$ cat src/hdl/ptp_pkg.sv
// Package for the point-to-polyline projection block: field widths, opcodes,
// the command record passed from the front end to the back end, and state codes.
// No dependencies.
package ptp_pkg;

	localparam int DEF_MAX_VERTICES = 32;
	localparam int DEF_MAX_DIMS     = 4;
	localparam int FRAC_BITS        = 16;

	localparam int OP_W       = 2;
	localparam int ROW_W      = 5;
	localparam int DIM_W      = 2;
	localparam int COORD_W    = 32;
	localparam int SEG_W      = 5;
	localparam int POS_W      = FRAC_BITS + 1;
	localparam int DIST_W     = 64;
	localparam int CFG_IDX_W  = 1;
	localparam int CFG_DATA_W = 5;
	localparam int SEGCFG_W   = 5;
	localparam int DIMCFG_W   = 3;

	// Command queue between front and back end.
	localparam int CQ_DEPTH = 4;
	localparam int CQ_AW    = $clog2(CQ_DEPTH);

	// Error term width: (vertex - point) scaled by 2^F plus t * dir, with sign.
	localparam int E_W    = COORD_W + 2 + FRAC_BITS;
	localparam int MR_W   = E_W - FRAC_BITS;
	localparam int CUR_W  = SEG_W + FRAC_BITS;
	localparam int TCNT_W = $clog2(FRAC_BITS);
	localparam int CCNT_W = $clog2(CUR_W);

	typedef enum logic [OP_W-1:0] {
		OP_VERTEX = 2'd0,
		OP_DIR    = 2'd1,
		OP_POINT  = 2'd2,
		OP_CLEAR  = 2'd3
	} op_t;

	typedef enum logic [CFG_IDX_W-1:0] {
		CFG_SEGMENTS = 1'b0,
		CFG_DIMS     = 1'b1
	} cfg_idx_t;

	typedef struct packed {
		op_t                       kind;
		logic                      wr_ok;
		logic                      project;
		logic [ROW_W-1:0]          row;
		logic [DIM_W-1:0]          dim;
		logic signed [COORD_W-1:0] value;
	} cmd_t;

	typedef enum logic [4:0] {
		BK_IDLE,
		BK_SEG,
		BK_DRD,
		BK_DLAT,
		BK_DMUL,
		BK_DACC,
		BK_TSET,
		BK_TDIV,
		BK_ERD,
		BK_ELAT,
		BK_EMUL,
		BK_ESUM,
		BK_ERND,
		BK_ESQ,
		BK_EACC,
		BK_CMP,
		BK_CSET,
		BK_CDIV,
		BK_FIN
	} bk_state_t;

	typedef struct packed {
		logic pop;
		logic mem_re;
		logic out_load;
	} bk_ctl_t;

endpackage

$ cat src/hdl/ptp_queue.sv
// Short command queue between the front end and the back end.
// Depends on ptp_pkg.
module ptp_queue (
	input  logic          clk,
	input  logic          arst_n,
	input  logic          push,
	input  ptp_pkg::cmd_t push_data,
	output logic          full,
	input  logic          pop,
	output ptp_pkg::cmd_t pop_data,
	output logic          not_empty
);
	import ptp_pkg::*;

	cmd_t             entry_q [CQ_DEPTH];
	logic [CQ_AW-1:0] wr_ptr_q;
	logic [CQ_AW-1:0] rd_ptr_q;
	logic [CQ_AW:0]   count_q;

	assign full      = count_q == (CQ_AW+1)'(CQ_DEPTH);
	assign not_empty = count_q != '0;
	assign pop_data  = entry_q[rd_ptr_q];

	always_ff @(posedge clk) begin
		if (push) begin
			entry_q[wr_ptr_q] <= push_data;
		end
	end

	always_ff @(posedge clk or negedge arst_n) begin
		if (!arst_n) begin
			wr_ptr_q <= '0;
			rd_ptr_q <= '0;
			count_q  <= '0;
		end else begin
			if (push) begin
				wr_ptr_q <= wr_ptr_q + 1'b1;
			end
			if (pop) begin
				rd_ptr_q <= rd_ptr_q + 1'b1;
			end
			if (push && !pop) begin
				count_q <= count_q + 1'b1;
			end else if (pop && !push) begin
				count_q <= count_q - 1'b1;
			end
		end
	end

endmodule

$ cat config.mk
export PLATFORM = sky130hd
export DESIGN_NAME = ptp_queue
export DESIGN_NICKNAME = d
export VERILOG_FILES = /design/src/hdl/ptp_pkg.sv /design/src/hdl/ptp_queue.sv
export SDC_FILE = /design/constraint.sdc
export NUM_CORES = 1
export LEC_CHECK = 0
export BUFFER_PORTS_ARGS = -buffer_cell sky130_fd_sc_hd__buf_2
export CORE_ASPECT_RATIO = 1.25
export CORE_UTILIZATION = 59
export CTS_BUF_LIST = sky130_fd_sc_hd__clkbuf_4 sky130_fd_sc_hd__clkbuf_8
export CTS_CLUSTER_DIAMETER = 60
export DETAILED_ROUTE_END_ITERATION = 10
export PLACE_DENSITY = 0.79
export RECOVER_POWER = 25
export SYNTH_ARGS = -nofsm -noshare
export SYNTH_HDL_FRONTEND = slang
export SYNTH_SLANG_ARGS = --single-unit
$ cat constraint.sdc
create_clock -name clk -period 2.4 [get_ports clk]
set_input_delay 0.36 -clock clk [delete_from_list [all_inputs] [get_ports clk]]
set_output_delay 0.36 -clock clk [all_outputs]
set_load 0.01 [all_outputs]
After elaboration in Yosys (flattened, before gate mapping)
Memory sizes are Yosys's and may differ from the RTL's.
Index checks and enable logic that the tools add are counted.
- add/sub/neg operators: 4
- eq/ne operators: 1
- reductions and logical operators: 6
- mux-type cells: 4
- operators with widths (kind ; count):
    3-bit 2-to-1 mux ; 2
    2-bit by 1-bit adder with 2-bit output, second input constant ; 2
    3-bit by 1-bit adder with 3-bit output, second input constant ; 1
    3-bit == test, second input constant ; 1
    3-bit nonzero test ; 1
    3-bit by 1-bit subtractor with 3-bit output, second input constant ; 1
    1-bit logical AND ; 2
    1-bit logical NOT ; 2
    1-bit 2-to-1 mux ; 2
    2-bit nonzero test ; 1
- register bits: 7
- memories: 1
- word-level logic and storage cells: 19
- input port bits: 47
- output and inout port bits: 45
- RAM bits: 172
- memory list (memory ; depth ; bits a word ; read ports ; clocked after Yosys merged registers in ; write ports ; line ; text):
    entry_q ; 4 ; 43 ; 1 ; 0 ; 1 ; ptp_queue.sv:15 ; cmd_t entry_q [CQ_DEPTH];

Longest topological paths before layout
- depth after elaboration: 4
- mapped depth: 7
- mapped depth without buffers: 7

Worst setup path before layout
OpenSTA, ideal clock, no wires.
- path type: reg2reg
- start point: reg wr_ptr_q[0]
- end point: mem entry_q[2][0] in the netlist's numbering (enable)
- data arrival time: 1.651 ns
- setup time: 0.405 ns
- period minus slack after synthesis: 2.055 ns
- cell stages (with the launch flop): 4
- required time: 1.995 ns
- path slack: 0.345 ns
- path buffers: 0
- cells stage by stage: dfrtp_1 > inv_1 > ha_1 > and2_1
- RTL lines (element ; line ; text):
    start, declared ; ptp_queue.sv:16 ; logic [CQ_AW-1:0] wr_ptr_q;
    start signal, assigned ; ptp_queue.sv:37 ; wr_ptr_q <= wr_ptr_q + 1'b1;
    end, declared ; ptp_queue.sv:15 ;
Straight into the memory's write port.

==> flow_results.xml <==
<?xml version="1.0" encoding="UTF-8"?>
<metrics>
  <group name="yosys">
    <metric name="yosys_warnings" unit="">0</metric>
    <metric name="ys_seq_area_share" unit="%">80.18</metric>
    <metric name="syn-cell-area" unit="sq um">6660</metric>
    <metric name="number_of_distinct_library_cell_variants_in_the_gate_level_netlist_after_synthesis" unit="">19</metric>
    <metric name="synthesis.area_per_instance" unit="sq um">25.71</metric>
    <metric name="syn_nets" unit="">312</metric>
    <metric name="postSynthRegisterBits" unit="">179</metric>
    <metric name="mapped_cells" unit="">259</metric>
  </group>
  <group name="hold_path">
    <metric name="hold_path_end" unit="">rd_ptr_q[0]$_DFFE_PN0P_</metric>
    <metric name="hold-path-cell-count" unit="">2</metric>
    <metric name="timing.hold.worst.start" unit="">pop</metric>
    <metric name="min_path_type" unit="">primary input to flop</metric>
  </group>
  <group name="finish">
    <metric name="postLayoutCellArea" unit="sq um">7705</metric>
    <metric name="instances_no_fill" unit="">521</metric>
    <metric name="post_route_cells_drive_above_1_share" unit="%">39.12</metric>
    <metric name="insertedDiodeCount" unit="">0</metric>
    <metric name="utilization" unit="%">69.86</metric>
    <metric name="area_delta_synth_final" unit="%">15.69</metric>
    <metric name="finalNetCount" unit="">427</metric>
  </group>
  <group name="floorplanning">
    <metric name="floorplan.io_pins" unit="">92</metric>
    <metric name="die_y" unit="um">120.8</metric>
    <metric name="floorplan.die_area" unit="sq um">11720</metric>
    <metric name="core" unit="sq um">11030</metric>
    <metric name="row_count" unit="">43</metric>
    <metric name="fp.dieW" unit="um">97.03</metric>
    <metric name="starting_density" unit="%">60.39</metric>
  </group>
  <group name="power_and_ir_drop">
    <metric name="peakVddDrop" unit="uV">615.0</metric>
    <metric name="totalPowerFinal" unit="mW">9.085</metric>
    <metric name="power.static_leakage" unit="nW">2.627</metric>
    <metric name="power_density" unit="nW/um^2">1179</metric>
  </group>
  <group name="critical_path">
    <metric name="critPathBufInv" unit="">2</metric>
    <metric name="endpoint_kind" unit="">output port</metric>
    <metric name="required" unit="ps">2040</metric>
    <metric name="cpPeakStageDelay" unit="ps">560</metric>
    <metric name="reg2reg_capture_point" unit="">entry_q[1][40]$_DFFE_PP_</metric>
    <metric name="reg2reg_from" unit="">wr_ptr_q[1]$_DFFE_PN0P_</metric>
    <metric name="crit_arrival" unit="ps">1850</metric>
    <metric name="crit_slowest_cell" unit="">mux4_1</metric>
    <metric name="regToRegSetupSlack" unit="ps">830</metric>
    <metric name="critical_path.cell_chain" unit="">buf_12, mux4_1, buf_2</metric>
    <metric name="worst_setup_path_start_kind" unit="">flop</metric>
    <metric name="rr_worst_depth" unit="">4</metric>
    <metric name="crit_path_start" unit="">rd_ptr_q[0]$_DFFE_PN0P_</metric>
    <metric name="worst-path-max-fanout" unit="">17</metric>
    <metric name="crit_path_category" unit="">flop to output port</metric>
    <metric name="crit_family" unit="">multiplexers</metric>
  </group>
  <group name="cts">
    <metric name="cts.sinks" unit="">179</metric>
    <metric name="cts_tree" unit="">built</metric>
    <metric name="post_cts_resize_count" unit="">0</metric>
    <metric name="clock_tree.htree_level_count" unit="">4</metric>
    <metric name="root_buffer" unit="">clkbuf_8</metric>
    <metric name="tritoncts.num_buffers" unit="">17</metric>
    <metric name="path_clk_slew" unit="ps">90</metric>
    <metric name="clkLatencyLatePin" unit="ps">430</metric>
    <metric name="clock_tree.buffer_depth" unit="">2</metric>
  </group>
  <group name="route">
    <metric name="drt-pass1-iter-count" unit="">4</metric>
    <metric name="via_count" unit="">2971</metric>
    <metric name="drt-vias-per-instance" unit="">5.702</metric>
    <metric name="ant_nets" unit="">0</metric>
    <metric name="wire_per_inst" unit="um">20.56</metric>
    <metric name="wl" unit="mm">10.71</metric>
    <metric name="detail_route.iter0.violations" unit="">144</metric>
    <metric name="drt_drc_violations_left" unit="">0</metric>
  </group>
  <group name="timing">
    <metric name="finalMaxSlewViolations" unit="">0</metric>
    <metric name="measured_slew_at_the_worst_slew_check_pin" unit="ps">446.7</metric>
    <metric name="fin_skew" unit="ps">8.584</metric>
    <metric name="min_period_over_period" unit="%">91.92</metric>
    <metric name="rsz0062_at_grt" unit="">false</metric>
    <metric name="timing.fmax" unit="GHz">0.4533</metric>
    <metric name="final.hold.worst_slack" unit="ps">134.9</metric>
    <metric name="setup_slack" unit="ps">194.0</metric>
    <metric name="max_slew_margin" unit="%">70.22</metric>
    <metric name="timing.final.hold_violations" unit="">0</metric>
    <metric name="setup_total_negative_slack" unit="ps">0</metric>
    <metric name="report.final.setup_viol" unit="">0</metric>
    <metric name="timing.final.crit_period" unit="ps">2206</metric>
  </group>
  <group name="grt">
    <metric name="first_global_vias" unit="">3106</metric>
    <metric name="overflow" unit="">0</metric>
    <metric name="grt_usage" unit="%">19.58</metric>
    <metric name="number_of_antenna_violations_at_the_first_check_in_global_routing" unit="">0</metric>
    <metric name="grt_pass1_wl" unit="mm">16.35</metric>
    <metric name="grt_max_degree" unit="">29</metric>
  </group>
  <group name="place">
    <metric name="gp_congestion" unit="">0.6673</metric>
    <metric name="place_inst" unit="">487</metric>
    <metric name="area_after_dpl" unit="sq um">7306</metric>
    <metric name="placement.io_buffers" unit="">91</metric>
    <metric name="placement.setup.worst_slack" unit="ps">476.5</metric>
    <metric name="place.detailed.hpwl" unit="mm">6.565</metric>
  </group>
  <group name="job">
    <metric name="max_cap_violations" unit="">0</metric>
  </group>
  <group name="run_status">
    <metric name="status" unit="">finished, final reports clean</metric>
  </group>
</metrics>
[worst max-delay path by stage]
stage,cells after the start,end
after floorplan,3,entry_q[2][0]$_DFFE_PP_
after global placement,3,pop_data[29]
after detailed placement,3,pop_data[29]
after CTS,3,pop_data[29]
after global routing,3,pop_data[29]
final,3,pop_data[29]
[routing by layer]
layer | share of wire, % | global-route usage (%)
met2 | 54 | 33.32
met3 | 5.0 | 6.127
met1 | 39 | 23.04
met4 | 2.1 | 8.769
met5 | 0 | 0
[logic make-up after synthesis]
kind of cell	after synthesis	share of synthesized area [%]
multiplexers	44	14.99
AND/OR/NAND/NOR	9	0.7515
adder cells (fa/ha/maj)	6	1.240
XOR/XNOR	6	0.7890
flip-flops	179	80.18
AO/OA/AOI/OAI	1	0.07507
buffers and inverters	14	1.972
[cell usage in the layout (no fill, tap or decap)]
cell type and n:
edfxtp_1 172, buf_2 61, mux4_2 38, clkbuf_1 30
clkbuf_8 17, buf_4 11, mux4_1 5, ha_1 5
inv_6 5, dfrtp_1 5, inv_1 4, and2_2 4
xor2_1 4, clkinvlp_4 4, bufinv_16 3, buf_12 3
xnor2_1 2, nand2_1 2, or3_1 1, nor3b_1 1
mux2_2 1, o21ai_0 1, nor2_1 1, fa_1 1
clkinv_4 1, clkinv_2 1, dlygate4sd3_1 1, dfrtp_4 1
dfrtp_2 1
[worst register-to-register path, stage by stage, from the launching register on]
cell	delay, ps
dfrtp_1	410
inv_1	110
ha_1	150
and2_2	140
buf_4	390
[power breakdown]
part           leakage (nW)  switching, mW  internal, mW
clock network         0.196           1.02          1.04
registers              1.66          0.182          4.09
logic                 0.772           1.42          1.33
total                  2.63           2.62          6.46
[flip-flops by register name (all words and copies together) (netlist names)]
signal and count:
entry_q 172, count_q 3, wr_ptr_q 2, rd_ptr_q 2
[synthesized netlist by cell type]
cell type	number	area (sq um)
fa_1	1	20.02
o21ai_0	1	5.000
buf_6	1	11.26
mux4_1	5	131.4
and2_1	4	25.02
buf_12	4	80.08
nor2_1	1	3.750
mux4_2	38	855.8
xor2_1	4	35.03
mux2_2	1	11.26
buf_2	5	25.02
edfxtp_1	172	5165
xnor2_1	2	17.52
or3_1	1	6.260
ha_1	5	62.56
dfrtp_1	7	175.2
nand2_1	2	7.510
inv_1	4	15.01
nor3b_1	1	7.510
[area by class of cell]
type	count	area, sq um
clock buffer	17	234.0
clock inverter	14	177.7
fill	666	3324
inverter	4	15.01
multi-input combinational	66	1194
sequential	179	5345
tap	135	168.9
timing repair buffer	106	570.5
[timing repair]
item | 4_1_cts | 5_1_grt
setup endpoints to repair | 1 | 0
buffers inserted | 2 | 0
hold buffers | 1 | 0
endpoints found under the hold margin | 7 | 0
No activity file was read; power rests on OpenSTA's default activity.
